File: src/sv/bsd_pkg.sv
// bsd_pkg: shared types, constants and the sextet lookup for the base64 stream decoder
// used by bsd_front, bsd_fifo, bsd_back and base64_stream_decoder; no dependencies
`default_nettype none

package bsd_pkg;

    // default depth of the command queue between front and back
    localparam int unsigned BSD_FIFO_DEPTH = 4;

    // padding character
    localparam logic [7:0] PAD_CHAR = 8'h3D;

    // alphabet offsets
    localparam logic [7:0] LOWER_OFFSET = 8'd26;
    localparam logic [7:0] DIGIT_OFFSET = 8'd52;
    localparam logic [5:0] PLUS_VALUE   = 6'd62;
    localparam logic [5:0] SLASH_VALUE  = 6'd63;

    // m_tuser bit positions
    localparam int unsigned USER_IS_STATUS = 0;
    localparam int unsigned USER_OK        = 1;

    // decoded character: value plus a flag for characters outside the alphabet
    typedef struct packed {
        logic       bad;
        logic [5:0] value;
    } sextet_t;

    // one command from front to back: up to three bytes, then an optional status
    typedef struct packed {
        logic [23:0] word;
        logic [1:0]  nbytes;
        logic        status;
        logic        ok;
    } bsd_cmd_t;

    // map one character to its sextet
    function automatic sextet_t sextet_of(input logic [7:0] c);
        sextet_t    s;
        logic [7:0] d;
        s.bad   = 1'b0;
        s.value = '0;
        d       = '0;
        priority if (c >= 8'h41 && c <= 8'h5A) begin
            d       = c - 8'h41;
            s.value = d[5:0];
        end else if (c >= 8'h61 && c <= 8'h7A) begin
            d       = c - 8'h61 + LOWER_OFFSET;
            s.value = d[5:0];
        end else if (c >= 8'h30 && c <= 8'h39) begin
            d       = c - 8'h30 + DIGIT_OFFSET;
            s.value = d[5:0];
        end else if (c == 8'h2B) begin
            s.value = PLUS_VALUE;
        end else if (c == 8'h2F) begin
            s.value = SLASH_VALUE;
        end else begin
            s.bad = 1'b1;
        end
        return s;
    endfunction

endpackage

`default_nettype wire

File: src/sv/bsd_front.sv
// bsd_front: accepts characters, tracks quad position and padding, builds byte/status commands
// depends on bsd_pkg
`default_nettype none

module bsd_front (
    input  wire logic             aclk,
    input  wire logic             aresetn,
    input  wire logic             s_tvalid,
    output logic                  s_tready,
    input  wire logic [7:0]       s_tdata,   // [7:0] ch
    input  wire logic [0:0]       s_tuser,   // [0] has_char
    input  wire logic             s_tlast,
    input  wire logic             fifo_full,
    output logic                  push,
    output bsd_pkg::bsd_cmd_t     cmd
);
    import bsd_pkg::*;

    logic [1:0]  qpos_reg, qpos_next;
    logic [17:0] held_reg, held_next;
    logic        pad_reg, pad_next;
    logic        err_reg, err_next;

    logic        accept;
    sextet_t     sx;
    logic        is_pad;

    assign s_tready = !fifo_full;
    assign accept   = s_tvalid && s_tready;
    assign sx       = sextet_of(s_tdata);
    assign is_pad   = (s_tdata == PAD_CHAR);

    // state step for the offered item
    always_comb begin
        qpos_next  = qpos_reg;
        held_next  = held_reg;
        pad_next   = pad_reg;
        err_next   = err_reg;
        cmd        = '0;

        if (s_tuser[0] && !err_reg) begin
            unique case (qpos_reg)
                2'd0, 2'd1: begin
                    if (sx.bad || (qpos_reg == 2'd0 && pad_reg)) begin
                        err_next = 1'b1;
                    end else begin
                        held_next = {held_reg[11:0], sx.value};
                        qpos_next = qpos_reg + 2'd1;
                    end
                end
                2'd2: begin
                    if (is_pad) begin
                        pad_next  = 1'b1;
                        qpos_next = 2'd3;
                    end else if (sx.bad) begin
                        err_next = 1'b1;
                    end else begin
                        held_next = {held_reg[11:0], sx.value};
                        qpos_next = 2'd3;
                    end
                end
                default: begin
                    // fourth character closes the quad
                    if (pad_reg) begin
                        if (!is_pad) begin
                            err_next = 1'b1;
                        end else begin
                            cmd.nbytes = 2'd1;
                            cmd.word   = {held_reg[11:4], 16'h0000};
                            qpos_next  = 2'd0;
                            held_next  = '0;
                        end
                    end else if (is_pad) begin
                        cmd.nbytes = 2'd2;
                        cmd.word   = {held_reg[17:2], 8'h00};
                        pad_next   = 1'b1;
                        qpos_next  = 2'd0;
                        held_next  = '0;
                    end else if (sx.bad) begin
                        err_next = 1'b1;
                    end else begin
                        cmd.nbytes = 2'd3;
                        cmd.word   = {held_reg, sx.value};
                        qpos_next  = 2'd0;
                        held_next  = '0;
                    end
                end
            endcase
        end

        // end of string: status result, then back to reset state
        if (s_tlast) begin
            cmd.status = 1'b1;
            cmd.ok     = !err_next && (qpos_next == 2'd0);
            qpos_next  = '0;
            held_next  = '0;
            pad_next   = 1'b0;
            err_next   = 1'b0;
        end
    end

    assign push = accept && (cmd.nbytes != 2'd0 || cmd.status);

    // decoder state
    always_ff @(posedge aclk) begin
        if (!aresetn) begin
            qpos_reg <= '0;
            held_reg <= '0;
            pad_reg  <= 1'b0;
            err_reg  <= 1'b0;
        end else if (accept) begin
            qpos_reg <= qpos_next;
            held_reg <= held_next;
            pad_reg  <= pad_next;
            err_reg  <= err_next;
        end
    end

endmodule

`default_nettype wire

File: src/sv/bsd_fifo.sv
// bsd_fifo: short command queue between front and back
// depends on bsd_pkg
`default_nettype none

module bsd_fifo #(
    parameter int unsigned DEPTH = bsd_pkg::BSD_FIFO_DEPTH
) (
    input  wire logic              aclk,
    input  wire logic              aresetn,
    input  wire logic              push,
    input  wire bsd_pkg::bsd_cmd_t wr_cmd,
    output logic                   full,
    input  wire logic              pop,
    output bsd_pkg::bsd_cmd_t      head,
    output logic                   empty
);
    import bsd_pkg::*;

    localparam int unsigned PTR_W = (DEPTH > 1) ? $clog2(DEPTH) : 1;
    localparam int unsigned CNT_W = $clog2(DEPTH + 1);

    bsd_cmd_t         mem_reg [DEPTH];
    logic [PTR_W-1:0] wr_ptr_reg, wr_ptr_next;
    logic [PTR_W-1:0] rd_ptr_reg, rd_ptr_next;
    logic [CNT_W-1:0] count_reg, count_next;

    assign full  = (count_reg == CNT_W'(DEPTH));
    assign empty = (count_reg == '0);
    assign head  = mem_reg[rd_ptr_reg];

    // pointer and fill count update
    always_comb begin
        wr_ptr_next = wr_ptr_reg;
        rd_ptr_next = rd_ptr_reg;
        if (push) begin
            wr_ptr_next = (wr_ptr_reg == PTR_W'(DEPTH - 1)) ? '0 : wr_ptr_reg + 1'b1;
        end
        if (pop) begin
            rd_ptr_next = (rd_ptr_reg == PTR_W'(DEPTH - 1)) ? '0 : rd_ptr_reg + 1'b1;
        end
        unique case ({push, pop})
            2'b10:   count_next = count_reg + 1'b1;
            2'b01:   count_next = count_reg - 1'b1;
            default: count_next = count_reg;
        endcase
    end

    always_ff @(posedge aclk) begin
        if (!aresetn) begin
            wr_ptr_reg <= '0;
            rd_ptr_reg <= '0;
            count_reg  <= '0;
        end else begin
            wr_ptr_reg <= wr_ptr_next;
            rd_ptr_reg <= rd_ptr_next;
            count_reg  <= count_next;
        end
    end

    // entry storage
    always_ff @(posedge aclk) begin
        if (push) begin
            mem_reg[wr_ptr_reg] <= wr_cmd;
        end
    end

endmodule

`default_nettype wire

File: src/sv/bsd_back.sv
// bsd_back: expands queued commands into result items through an output register
// depends on bsd_pkg
`default_nettype none

module bsd_back (
    input  wire logic              aclk,
    input  wire logic              aresetn,
    input  wire bsd_pkg::bsd_cmd_t head,
    input  wire logic              empty,
    output logic                   pop,
    output logic                   m_tvalid,
    input  wire logic              m_tready,
    output logic [7:0]             m_tdata,   // [7:0] data_byte
    output logic [1:0]             m_tuser,   // [0] is_status, [1] ok
    output logic                   m_tlast    // last_result
);
    import bsd_pkg::*;

    bsd_cmd_t   cur_reg;
    logic       cur_valid_reg;
    logic [1:0] idx_reg;

    logic       m_tvalid_reg;
    logic [7:0] m_tdata_reg;
    logic [1:0] m_tuser_reg;
    logic       m_tlast_reg;

    logic [2:0] total;
    logic       out_free;
    logic       emit;
    logic       is_last;
    logic       finishing;
    logic       is_stat;
    logic [7:0] sel_byte;
    logic [7:0] data_next;
    logic [1:0] user_next;

    // result selection for the current command
    always_comb begin
        total     = {1'b0, cur_reg.nbytes} + {2'b00, cur_reg.status};
        out_free  = !m_tvalid_reg || m_tready;
        emit      = cur_valid_reg && out_free;
        is_last   = ({1'b0, idx_reg} + 3'd1) == total;
        finishing = emit && is_last;
        pop       = !empty && (!cur_valid_reg || finishing);
        is_stat   = (idx_reg == cur_reg.nbytes);
        unique case (idx_reg)
            2'd0:    sel_byte = cur_reg.word[23:16];
            2'd1:    sel_byte = cur_reg.word[15:8];
            default: sel_byte = cur_reg.word[7:0];
        endcase
        data_next                 = is_stat ? 8'h00 : sel_byte;
        user_next                 = '0;
        user_next[USER_IS_STATUS] = is_stat;
        user_next[USER_OK]        = is_stat && cur_reg.ok;
    end

    // current command and result index
    always_ff @(posedge aclk) begin
        if (!aresetn) begin
            cur_valid_reg <= 1'b0;
            idx_reg       <= '0;
        end else if (pop) begin
            cur_valid_reg <= 1'b1;
            idx_reg       <= '0;
        end else if (finishing) begin
            cur_valid_reg <= 1'b0;
        end else if (emit) begin
            idx_reg <= idx_reg + 2'd1;
        end
    end

    always_ff @(posedge aclk) begin
        if (pop) begin
            cur_reg <= head;
        end
    end

    // output register
    always_ff @(posedge aclk) begin
        if (!aresetn) begin
            m_tvalid_reg <= 1'b0;
        end else if (emit) begin
            m_tvalid_reg <= 1'b1;
        end else if (m_tready) begin
            m_tvalid_reg <= 1'b0;
        end
    end

    always_ff @(posedge aclk) begin
        if (emit) begin
            m_tdata_reg <= data_next;
            m_tuser_reg <= user_next;
            m_tlast_reg <= is_last;
        end
    end

    assign m_tvalid = m_tvalid_reg;
    assign m_tdata  = m_tdata_reg;
    assign m_tuser  = m_tuser_reg;
    assign m_tlast  = m_tlast_reg;

endmodule

`default_nettype wire

File: src/sv/base64_stream_decoder.sv
// base64_stream_decoder: commands pass the queue, current-command register and output register
// throughput one character per cycle while the queue is not full; results leave the back end
// at one item per cycle while m_tready holds; a full quad gives three bytes, so the command
// queue absorbs bursts of results; s_tready drops only when the command queue is full
// aresetn (synchronous, active low) clears decode state, queue and output valid
// depends on bsd_pkg, bsd_front, bsd_fifo, bsd_back
`default_nettype none

module base64_stream_decoder #(
    parameter int unsigned FIFO_DEPTH = bsd_pkg::BSD_FIFO_DEPTH
) (
    input  wire logic       aclk,
    input  wire logic       aresetn,
    input  wire logic       s_tvalid,
    output logic            s_tready,
    input  wire logic [7:0] s_tdata,   // [7:0] ch
    input  wire logic [0:0] s_tuser,   // [0] has_char
    input  wire logic       s_tlast,   // last
    output logic            m_tvalid,
    input  wire logic       m_tready,
    output logic [7:0]      m_tdata,   // [7:0] data_byte
    output logic [1:0]      m_tuser,   // [0] is_status, [1] ok
    output logic            m_tlast    // last_result
);
    import bsd_pkg::*;

    bsd_cmd_t front_cmd;
    bsd_cmd_t head_cmd;
    logic     push;
    logic     pop;
    logic     full;
    logic     empty;

    // character intake and classification
    bsd_front u_front (
        .aclk      (aclk),
        .aresetn   (aresetn),
        .s_tvalid  (s_tvalid),
        .s_tready  (s_tready),
        .s_tdata   (s_tdata),
        .s_tuser   (s_tuser),
        .s_tlast   (s_tlast),
        .fifo_full (full),
        .push      (push),
        .cmd       (front_cmd)
    );

    // command queue
    bsd_fifo #(
        .DEPTH (FIFO_DEPTH)
    ) u_fifo (
        .aclk    (aclk),
        .aresetn (aresetn),
        .push    (push),
        .wr_cmd  (front_cmd),
        .full    (full),
        .pop     (pop),
        .head    (head_cmd),
        .empty   (empty)
    );

    // result serialization
    bsd_back u_back (
        .aclk     (aclk),
        .aresetn  (aresetn),
        .head     (head_cmd),
        .empty    (empty),
        .pop      (pop),
        .m_tvalid (m_tvalid),
        .m_tready (m_tready),
        .m_tdata  (m_tdata),
        .m_tuser  (m_tuser),
        .m_tlast  (m_tlast)
    );

endmodule

`default_nettype wire
File: config.mk
export PLATFORM = sky130hd
export DESIGN_NAME = base64_stream_decoder
export DESIGN_NICKNAME = d
export VERILOG_FILES = /design/src/sv/bsd_pkg.sv /design/src/sv/bsd_front.sv /design/src/sv/bsd_fifo.sv /design/src/sv/bsd_back.sv /design/src/sv/base64_stream_decoder.sv
export SDC_FILE = /design/constraint.sdc
export NUM_CORES = 1
export LEC_CHECK = 0
export CAP_MARGIN = 20
export CORE_MARGIN = 3
export CORE_UTILIZATION = 25
export CTS_BUF_LIST = sky130_fd_sc_hd__clkbuf_8
export CTS_CLUSTER_SIZE = 28
export DETAILED_ROUTE_END_ITERATION = 8
export DONT_BUFFER_PORTS = 1
export SLEW_MARGIN = 20
export SYNTH_ARGS = -nofsm -noshare
export SYNTH_HDL_FRONTEND = slang
export SYNTH_SLANG_ARGS = --single-unit
File: constraint.sdc
create_clock -name aclk -period 10.8 [get_ports aclk]
set_input_delay 1.62 -clock aclk [delete_from_list [all_inputs] [get_ports aclk]]
set_output_delay 1.62 -clock aclk [all_outputs]
set_load 0.1 [all_outputs]
Word level (Yosys, flattened, before mapping)
Memories as Yosys holds them, arrays and structs flattened. A register that Yosys moved wholly into a read port is not among the register bits.
Index checks and enable logic that the tools add are counted.
{ "classes": {"n_addsub": 13, "magnitude_cmp": 6, "n_eq_ne": 20, "mux": 61, "bitwise_logic": 2, "n_reduce_logical": 37} }
{ "op_table": {"columns": ["cell", "count"], "rows": [
  ["two-way mux 18 bit", 9],
  ["two-way mux 26 bit", 6],
  ["one-hot mux 18 bit (2 select lines)", 1],
  ["two-way mux 6 bit", 5],
  ["== test 8 x 6 -> 1 bit (second input constant)", 3],
  ["two-way mux 2 bit", 12],
  ["two-way mux 1 bit", 23],
  ["greater-or-equal comparator 8 x 7 -> 1 bit (second input constant)", 2],
  ["less-or-equal comparator 8 x 7 -> 1 bit (second input constant)", 2],
  ["one-hot mux 8 bit (2 select lines)", 1],
  ["logical AND 1 bit", 12],
  ["subtractor 6 bit (second input constant)", 2],
  ["nonzero test 2 bit", 5],
  ["inequality test 3 bit (second input constant)", 3],
  ["adder 2 x 1 -> 2 bit (second input constant)", 4],
  ["== test 2 bit (second input constant)", 4],
  ["greater-or-equal comparator 8 x 6 -> 1 bit (second input constant)", 1],
  ["less-or-equal comparator 8 x 6 -> 1 bit (second input constant)", 1],
  ["AND reduction 7 bit", 1],
  ["adder 6 x 5 -> 6 bit (second input constant)", 1],
  ["adder 6 bit (second input constant)", 1],
  ["== test 2 x 1 -> 1 bit (second input constant)", 3],
  ["zero test 1 bit", 6],
  ["zero test 2 bit", 3],
  ["22 further kinds", 28]
]} }
{ "totals": {"ff_bits": 44, "mem_bits_rw": 112, "in_bits": 14, "out_inout_bits": 13, "wordCells": 153, "mem_count": 1} }
{ "memory_table": {"columns": ["name", "words", "width", "rd", "rd_clocked_by_memory_dff", "write_ports", "line", "text"], "rows": [
  ["u_fifo.mem_reg", 4, 28, 1, 1, 1, "bsd_fifo.sv:22", "bsd_cmd_t mem_reg [DEPTH];"]
]} }

Logic depth before layout (Yosys ltp)
Gate-level depths: netlist of run 1.
{ "depth": {"depth_word": 18, "ltp_mapped": 15} }

Cells and area by module
A second synthesis of run 1 with hierarchy kept.
{ "unflattened": {"cells_unflattened": 560, "area_unflattened_um2": 8310.5} }
{ "modules_own_cells": {"columns": ["module", "instances", "cells_per_inst", "area_per_inst_um2"], "rows": [
  ["bsd_fifo", 1, 193, 4554.4],
  ["bsd_front", 1, 264, 2109.5],
  ["bsd_back", 1, 103, 1646.6]
]} }

Least setup slack after synthesis of run 1
No wires, ideal clock.
{ "synth_timing": {"path_kind": "input -> register", "start": "in s_tdata[2]", "end": "reg u_fifo.count_reg[2]", "setup_time_ns": 0.076, "arrival_ns": 4.386, "setup_slack_ns": 6.338, "path_stages": 14, "cell_sequence": "inv_1 ha_1 nor2b_1 o21ai_0 a211oi_1 a21oi_1 o21a_1 inv_1 ha_1 inv_1 fa_1 xor2_1 or3_1 a21boi_0"} }
{ "synth_via": {"elab_chain_len": 16} }
{ "synth_rtl": {"columns": ["item", "line", "text"], "rows": [
  ["start: declaration", "base64_stream_decoder.sv:16", "input wire logic [7:0] s_tdata,"],
  ["branches (longest 8 deep; another with greater-or-equal comparator 8 x 6 -> 1 bit)", null, null],
  ["two-way mux 26 bit (*)", "bsd_front.sv:64", "if (pad_reg) begin"],
  ["two-way mux 26 bit (*)", "bsd_front.sv:42", "unique case (qpos_reg)"],
  ["two-way mux 26 bit (*)", "bsd_front.sv:41", "if (s_tuser[0] && !err_reg) begin"],
  ["nonzero test 2 bit (*)", "bsd_front.sv:102", "assign push = accept && (cmd.nbytes != 2'd0 || cmd.status);"],
  ["logical OR 1 bit (*)", "bsd_front.sv:102", null],
  ["logical AND 1 bit (*)", "bsd_front.sv:102", null],
  ["== test 2 x 1 -> 1 bit or == test 2 bit (tied branches)", "bsd_fifo.sv:41", "unique case ({push, pop})"],
  ["one-hot mux 3 bit (2 select lines) or nonzero test 2 bit (tied branches)", null, null],
  ["end signal: assignment", "bsd_fifo.sv:56", "count_reg <= count_next;"],
  ["end: declaration", "bsd_fifo.sv:25", "logic [CNT_W-1:0] count_reg, count_next;"]
]} }
Every way passes the cells marked *.
A chain may end at the register's enable or synchronous reset.

Worst setup path after layout of run 1
Ends and elaborated chain as after synthesis.

==> results.cfg, run 1 <==
[outcome]
status = completed

[synthesis]
synth_edf_count = 151
seq_area_frac_synth = 0.635
avgSynthCellArea_um2 = 14.7
async_reset_ff_frac = 0
yosys_warnings = 0
yosysTopAreaCellShare = 0.554
synth.net_count = 597
synth_cells = 558
synth.distinct_cells = 60
yosysTopAreaCell = edfxtp_1
synth-seq-cells = 184
synth-main-ff-cell = edfxtp_1
netlist_area_um2 = 8180
yosys-top-cells-area = edfxtp_1, dfxtp_1, mux4_2

[clocking]
htree_levels = 4
clk_path_buf_depth = 2
clk_pin_slew_ps = 90
clock-sinks = 184
post_cts_buffers = 0
clock_latency_ps = 450
ctsRootBufferMaster = clkbuf_8
cts_tree = done
ctsResizeCount = 0
postCtsHoldBufs = 0
cts_buffers = 17

[global_route]
grt_pass1_wl_um = 25000
grt_pass1_vias = 4382
track_usage = 0.0915
antenna_found_initial = 0
grt_max_degree = 34
grt_overflow = 0

[power_and_ir_drop]
peakVddDrop_mv = 0.0898
power.density_nw_per_um2 = 218
leakagePower_nw = 2.89
power_mw = 1.98

[drt]
dr.pass1.iters = 4
drt-initial-drc-count = 272
wirelength_um = 15500
ant_nets = 0
avgViaCountPerCell = 4.30
route.detailed.drc = 0
wl_per_cell_um = 15.3
num_vias = 4344

[timing]
setup_tns_ps = 0
hold_viol_final = 0
slew_violations = 0
min_period_ps = 4390
max_freq_mhz = 228
finalClockSkew_ps = 7.19
rsz0062_at_grt = no
setup_viol = 0
tightest_slew_ps = 1040
relSlewSlack = 0.304
setup_slack_ps = 6410
fin_crit_sh = 0.407

[setup_path]
endpoint_kind = flop
cpLargestDelayFamily = compound AO/OA/AOI/OAI gates
critPathSlowestCell = a211oi_1
startpoint = s_tdata[2]
path_max_fanout = 10
slowest_delay_ps = 510
required_ps = 11180
worstReg2RegStart = u_back.idx_reg[0]$_SDFFE_PP0P_
crit_top_cell = inv_1
crit_buf_inv = 3
critical_path.cell_chain = inv_1, ha_1, nor2b_1, o21ai_0, a211oi_1, a21oi_1, o21a_1, inv_1, ha_1, inv_1, fa_1, xor2_1, or3_1, a21boi_0
path_class = input port to flop
worstPathArrival_ps = 4770
critPathLaunchType = input port

[cells_and_area]
fin_util = 0.285
areaGrowthSynthToFinish_pct = 11.1
n_fill_cell = 3277
drive_gt1_frac = 0.170
nets = 602
stdcell_area_um2 = 9090
antenna_cells = 0
regArea_um2 = 5200
largest_register_ffs = 112
multi_input_area_um2 = 2790

[placed_design]
routabilityCongestion = 0.787
pre_cts_ws_ps = 5970
port_buffers = 0
dp_hpwl_um = 10400
placed_area_um2 = 8680

[floorplanning]
io_pins = 27
dieHeight_um = 187
num_rows = 65
core_area_um2 = 31900
fp.dieW_um = 187
start_util = 0.257
fp.dieArea_um2 = 34900

[hold_path]
hold_start = u_front.held_reg[16]$_SDFFE_PN0P_
hold_class = flop to flop

[job]
max_cap_viol_count = 0
-- stage by stage --
step | hold WS [ps] | cells
2_1_floorplan | 440 | 558
3_3_place_gp | 447 | 979
3_5_place_dp | 454 | 979
4_1_cts | 463 | 1011
5_1_grt | 485 | 1011
6_report | 462 | 1011
-- logic make-up after synthesis --
| family | share of synthesized area |
|---|---|
| and+or+nand+nor | 0.0965 |
| muxes | 0.0870 |
| AOI/OAI and AO/OA | 0.105 |
| adders and majority gates | 0.0392 |
| DFF | 0.635 |
| xor gates and xnor gates | 0.0128 |
| buffers and inverters | 0.0248 |
-- worst paths after layout --
| kind | depth (start not counted) | endpoint | slack, ps |
|---|---|---|---|
| setup / recovery | 14 | u_fifo.count_reg[2]$_SDFFE_PN0P_ | 6410 |
| hold / removal | 2 | u_front.held_reg[16]$_SDFFE_PN0P_ | 460 |
| setup reg to reg | 13 | u_fifo.count_reg[2]$_SDFFE_PN0P_ | 7220 |
| hold reg to reg | 2 | u_front.held_reg[16]$_SDFFE_PN0P_ | 460 |
-- cell type report --
cell class	instances	area share
inverters	23	0.00950
well taps	435	0.0599
repair buffers	9	0.00743
multi-input cells	328	0.306
clock inverters	15	0.0194
clock buffers	17	0.0257
flip-flops and latches	184	0.572
-- synthesized netlist by cell type, types with 3 or more instances --
cell type,count
edfxtp_1,151
a21oi_1,20
nand2b_1,3
dfxtp_1,33
nor2b_1,14
a22o_1,8
clkbuf_1,13
o21ai_0,13
a22oi_1,9
nand3_2,10
nor3_1,5
a21boi_2,10
xnor2_1,8
nor2_1,24
mux2i_1,7
nand2_1,45
or3_1,3
inv_1,23
a31oi_1,4
buf_1,3
and3_1,3
xor2_1,4
ha_1,24
buf_2,5
a21o_1,3
and2_1,17
nand3_1,15
mux4_2,28
a21boi_0,12
-- routing by layer --
layer / global-route usage / vias up / part of all wire / wire length (um)
met2: 0.137 / 75 / 0.45 / 6930
met1: 0.130 / 2128 / 0.50 / 7800
li1: - / 2132 / - / -
met5: 0 / - / 0 / 0
met4: 0.0238 / 0 / 0.0088 / 136
met3: 0.0270 / 9 / 0.041 / 630
-- cell usage in the layout, fill, tap and decap left out, types with 4 or more instances in the layout --
cell,n
bufinv_16,4
inv_1,30
nor2b_1,13
a21oi_1,20
a22o_1,8
a22oi_1,9
nor2_1,24
dfxtp_1,32
and2_1,17
buf_4,9
a31oi_1,4
mux4_2,28
nand2_1,45
clkbuf_8,17
clkinvlp_4,4
edfxtp_1,151
o21ai_0,13
mux2i_1,7
a21boi_0,12
ha_1,24
xor2_1,4
nand3_1,15
xnor2_1,8
nand3_2,10
nor3_1,5
a21boi_2,10
-- worst register-to-register path: cells and delay by family (launching register included) --
family | cells | cell delay [ps]
fa+ha+maj | 3 | 1040
compound gates | 3 | 710
flops | 1 | 450
xor+xnor | 2 | 320
buf+inv | 3 | 540
simple gates | 2 | 450
-- report_power, final --
group          switching (mW)  total (mW)  internal [mW]
Combinational           0.241       0.405          0.164
Sequential              0.186        1.10          0.915
Clock                   0.227       0.473          0.246
Total                   0.653        1.98           1.33
Power figures use the tool's default switching activity.
==> run 2: changes to the inputs <==
--- a/config.mk
+++ b/config.mk
@@ -5,6 +5,7 @@
 export SDC_FILE = /design/constraint.sdc
 export NUM_CORES = 1
 export LEC_CHECK = 0
+export ABC_AREA = 1
 export CAP_MARGIN = 20
 export CORE_MARGIN = 3
 export CORE_UTILIZATION = 25
==> constraint.sdc (replaced) <==
create_clock -name aclk -period 3.68 [get_ports aclk]
set_input_delay 0.552 -clock aclk [delete_from_list [all_inputs] [get_ports aclk]]
set_output_delay 0.552 -clock aclk [all_outputs]
set_load 0.1 [all_outputs]
==> results.cfg, run 2 <==
[setup_path]
required_ps = 4030
r2r-end = u_fifo.count_reg[2]$_SDFFE_PN0P_
path_max_fanout = 6
r2r_cells = 14
path_class = flop to flop
critical_path.cell_chain = inv_1, ha_1, xnor2_1, nand3_1, o21ai_0, inv_1, nor2_2, ha_1, inv_1, fa_1, a21oi_1, o21ai_0, o21ai_0, a21oi_1
slowest_delay_ps = 470
endpoint_kind = flop
r2r_slack_ps = 650
critPathLaunchType = flop
worstReg2RegStart = u_back.idx_reg[0]$_SDFFE_PP0P_
critPathSlowestCell = dfxtp_1
worstPathArrival_ps = 3380

[timing]
slew_violations = 0
tightest_slew_ps = 915
max_freq_mhz = 330
setup_slack_ps = 648
finalClockSkew_ps = 12.3
min_period_ps = 3030
fin_crit_sh = 0.824
rsz0062_at_grt = no
relSlewSlack = 0.391
setup_viol = 0
hold_viol_final = 0
setup_tns_ps = 0

[synthesis]
yosys.area_share.simple = 0.167
async_reset_ff_frac = 0
synth.net_count = 855
synth_top_family_by_area = simple AND/OR/NAND/NOR gates
netlist_area_um2 = 8460
yosys-top-cells-count = edfxtp_1, nand2_1, nor2_1
synthMuxAreaShare = 0
yosys_warnings = 0
post-synth-top-count-cell = edfxtp_1
synth-main-ff-cell = edfxtp_1
avgSynthCellArea_um2 = 10.4
synth_compound_area_frac = 0.112
seq_area_frac_synth = 0.614
synth_edf_count = 151
synth-seq-cells = 184
synthXorXnorAreaFrac = 0.0124
yosysTopAreaCell = edfxtp_1
yosysTopAreaCellShare = 0.536
yosys-top-cells-area = edfxtp_1, dfxtp_1, nand2_1
synth_cells = 816
synth_fa_ha_area_frac = 0.0379
synth.distinct_cells = 35

[job]
max_cap_viol_count = 0

[floorplanning]
dieHeight_um = 190
num_rows = 66
io_pins = 27
start_util = 0.257
fp.dieW_um = 190
fp.dieArea_um2 = 36100
core_area_um2 = 32900

[clocking]
htree_levels = 4
ctsRootBufferMaster = clkbuf_8
clock_latency_ps = 450
cts_tree = done
cts_buffers = 17
clk_pin_slew_ps = 90
postCtsHoldBufs = 0
ctsResizeCount = 0
clk_path_buf_depth = 2
clock-sinks = 184
post_cts_buffers = 0

[drt]
ant_nets = 0
wirelength_um = 17700
dr.pass1.iters = 5
drt-initial-drc-count = 399
num_vias = 5586
avgViaCountPerCell = 4.40
wl_per_cell_um = 14.0
route.detailed.drc = 0

[global_route]
grt_overflow = 0
grt_pass1_wl_um = 28100
antenna_found_initial = 0
grt_pass1_vias = 5274
grt_max_degree = 59
track_usage = 0.0979

[placed_design]
placed_area_um2 = 8950
pre_cts_ws_ps = 344
dp_hpwl_um = 11600
port_buffers = 0
routabilityCongestion = 0.844

[hold_path]
hold_class = input port to flop
hold_depth = 0
whs_endpoint = u_fifo.mem_reg[3][1]$_DFFE_PP_
hold_start = s_tlast

[cells_and_area]
final_common_cell = edfxtp_1
largest_register_ffs = 112
drive_gt1_frac = 0.117
nets = 854
areaGrowthSynthToFinish_pct = 10.1
antenna_cells = 0
final_cell_mix = edfxtp_1, nand2_1, nor2_1
stdcell_area_um2 = 9320

[power_and_ir_drop]
power_mw = 6.24
power.density_nw_per_um2 = 670
peakVddDrop_mv = 0.368
leakagePower_nw = 3.43

[outcome]
status = completed
==> run 2: how the worst max path moves through the flow <==
stage | from | end | slack [ps] | cells after the start
after global routing | u_back.idx_reg[0]$_SDFFE_PP0P_ | u_fifo.count_reg[2]$_SDFFE_PN0P_ | 320 | 14
after CTS | u_back.idx_reg[0]$_SDFFE_PP0P_ | u_fifo.count_reg[2]$_SDFFE_PN0P_ | 650 | 14
final | u_back.idx_reg[0]$_SDFFE_PP0P_ | u_fifo.count_reg[2]$_SDFFE_PN0P_ | 650 | 14
after global placement | s_tdata[2] | u_fifo.count_reg[2]$_SDFFE_PN0P_ | 420 | 17
after floorplan | u_back.cur_reg[2]$_DFFE_PP_ | u_fifo.count_reg[2]$_SDFFE_PN0P_ | 150 | 14
after detailed placement | s_tdata[2] | u_fifo.count_reg[2]$_SDFFE_PN0P_ | 340 | 17
==> run 2: critical path: cells and delay by family (launching register included) <==
kind | cells | cell delay, ps
buffers and inverters | 3 | 250
and+or+nand+nor | 2 | 360
adders and majority gates | 3 | 950
DFF | 1 | 470
xor gates and xnor gates | 1 | 160
AOI/OAI and AO/OA | 5 | 740
==> run 2: layout make-up <==
cell class | instances | area [um^2]
Fill cell | 3450 | 23600
Multi-Input combinational cell | 518 | 2790
Clock buffer | 17 | 234
Inverter | 80 | 300
Clock inverter | 14 | 135
Sequential cell | 184 | 5190
Timing Repair Buffer | 14 | 105
Tap cell | 442 | 553
==> run 2: where the power goes <==
group | total, mW | switching, mW | internal [mW]
Clock | 1.28 | 0.684 | 0.593
Sequential | 3.35 | 0.600 | 2.75
Combinational | 1.62 | 1.14 | 0.482
==> run 2: routing by layer <==
layer | global-route usage | share of wire
met3 | 0.0243 | 0.044
met5 | 0 | 0
met1 | 0.138 | 0.50
met4 | 0.0247 | 0.011
met2 | 0.151 | 0.44
==> run 2: cells by family after synthesis <==
kind of cell / Yosys count
simple gates: 319
compound gates: 162
buf+inv: 114
xor+xnor: 12
flops: 184
fa+ha+maj: 25
==> run 2: per-stage QoR <==
step	hold slack [ps]	utilization	cells
6_report	190	0.283	1269
5_1_grt	144	0.283	1269
4_1_cts	151	0.283	1269
3_5_place_dp	472	0.272	1238
3_3_place_gp	455	0.271	1238
2_1_floorplan	444	-	816
==> run 3: changes to the inputs <==
==> constraint.sdc (replaced) <==
create_clock -name aclk -period 2.45 [get_ports aclk]
set_input_delay 0.3675 -clock aclk [delete_from_list [all_inputs] [get_ports aclk]]
set_output_delay 0.3675 -clock aclk [all_outputs]
set_load 0.1 [all_outputs]
==> results.cfg, run 3 (synthesized netlist as in run 2, its figures left out) <==
[hold_path]
hold_class = input port to flop
hold_depth = 2

[drt]
dr.pass1.iters = 4
route.detailed.drc = 0
ant_nets = 0
avgViaCountPerCell = 4.37
wirelength_um = 18000
wl_per_cell_um = 13.8
num_vias = 5695
drt-initial-drc-count = 451

[timing]
tightest_slew_ps = 910
finalClockSkew_ps = 10.8
setup_viol = 0
max_freq_mhz = 410
hold_viol_final = 0
fin_crit_sh = 0.996
relSlewSlack = 0.395
setup_tns_ps = 0
hold_slack_ps = 38.0
min_period_ps = 2440
rsz0062_at_grt = yes
slew_violations = 0
setup_slack_ps = 10.5

[cells_and_area]
antenna_cells = 0
n_fill_cell = 3390
final_common_cell = edfxtp_1
regArea_um2 = 5190
largest_register_ffs = 112
areaGrowthSynthToFinish_pct = 16.1
multi_input_area_um2 = 2890
final_cell_mix = edfxtp_1, nand2_1, nor2_1
nets = 887
drive_gt1_frac = 0.168

[floorplanning]
core_area_um2 = 32900
fp.dieArea_um2 = 36100
num_rows = 66
fp.dieW_um = 190
io_pins = 27
dieHeight_um = 190
start_util = 0.257

[setup_path]
critPathSlowestCell = edfxtp_1
endpoint_kind = flop
critical_path.cell_chain = ha_2, ha_4, xnor2_2, nand3_2, o21ai_2, inv_2, nor2_4, ha_4, inv_2, fa_2, a21oi_2, o21ai_2, o21ai_1, a21oi_1
path_class = flop to flop
r2r_slack_ps = 10
worstPathArrival_ps = 2800
path_max_fanout = 2
crit_buf_inv = 2
crit_cells = 14
slowest_delay_ps = 400
r2r_cells = 14
required_ps = 2810
critPathLaunchType = flop
cpLargestDelayFamily = adder cells

[clocking]
clk_path_buf_depth = 2
htree_levels = 4
cts_buffers = 17
clock_latency_ps = 460
cts_tree = done
clk_pin_slew_ps = 100
ctsRootBufferMaster = clkbuf_8
clock-sinks = 184

[placed_design]
pre_cts_ws_ps = -166
dp_hpwl_um = 11900
port_buffers = 0
routabilityCongestion = 0.817

[job]
max_cap_viol_count = 0

[global_route]
track_usage = 0.103
antenna_found_initial = 0
grt_pass1_vias = 5586
grt_pass1_wl_um = 29600
grt_overflow = 0
grt_max_degree = 59

[power_and_ir_drop]
power.density_nw_per_um2 = 1030
peakVddDrop_mv = 0.618
leakagePower_nw = 3.65

[outcome]
status = completed
## run 3: area by class of cell
cell class	count	share of cell area
flip-flops and latches	184	0.529
multi-input cells	518	0.295
well taps	442	0.0563
repair buffers	47	0.0441
inverters	80	0.0306
clock buffers	17	0.0238
clock inverters	15	0.0218
## run 3: final timing paths
check | start | to
worst max-delay path | u_back.cur_reg[2]$_DFFE_PP_ | u_fifo.count_reg[2]$_SDFFE_PN0P_
worst min-delay path | aresetn | u_front.held_reg[7]$_SDFFE_PN0P_
worst max register to register | u_back.cur_reg[2]$_DFFE_PP_ | u_fifo.count_reg[2]$_SDFFE_PN0P_
worst min register to register | u_fifo.count_reg[0]$_SDFFE_PN0P_ | u_fifo.count_reg[0]$_SDFFE_PN0P_
## run 3: layer usage
layer / routed length [um] / GRT usage
met1: 9060 / 0.146
met2: 8030 / 0.155
met3: 720 / 0.0243
met4: 157 / 0.0327
met5: 0 / 0
## run 3: per-stage QoR
stage / cells / area (um^2) / utilization / total power [mW]
final: 1303 / 9820 / 0.298 / 10.1
after global routing: 1303 / 9820 / 0.298 / 10.8
after CTS: 1303 / 9800 / 0.297 / 10.2
after detailed placement: 1267 / 9310 / 0.282 / 7.82
after global placement: 1267 / 9310 / 0.282 / 7.76
after floorplan: 816 / 8540 / - / 6.94
## run 3: power breakdown
| group | leakage (nW) | internal [mW] | switching, mW | total, mW |
|---|---|---|---|---|
| Combinational | 1.67 | 1.01 | 2.02 | 3.03 |
| Clock | 0.223 | 1.14 | 1.12 | 2.26 |
| Sequential | 1.76 | 4.13 | 0.708 | 4.84 |
## run 3: timing repair
item | CTS | global route
pin swaps | 4 | 0
setup endpoints to repair | 3 | 108
resized for setup | 3 | 6
endpoints found under the hold margin | 21 | 0
hold buffers | 2 | 0
setup buffers | 2 | 0
## run 3: worst register-to-register path, delay by kind of cell, from the launching register on
| family | cells | cell delay [ps] |
|---|---|---|
| adders and majority gates | 4 | 960 |
| AOI/OAI and AO/OA | 5 | 550 |
| xor gates and xnor gates | 1 | 110 |
| and+or+nand+nor | 2 | 220 |
| buffers and inverters | 2 | 90 |
| DFF | 1 | 400 |
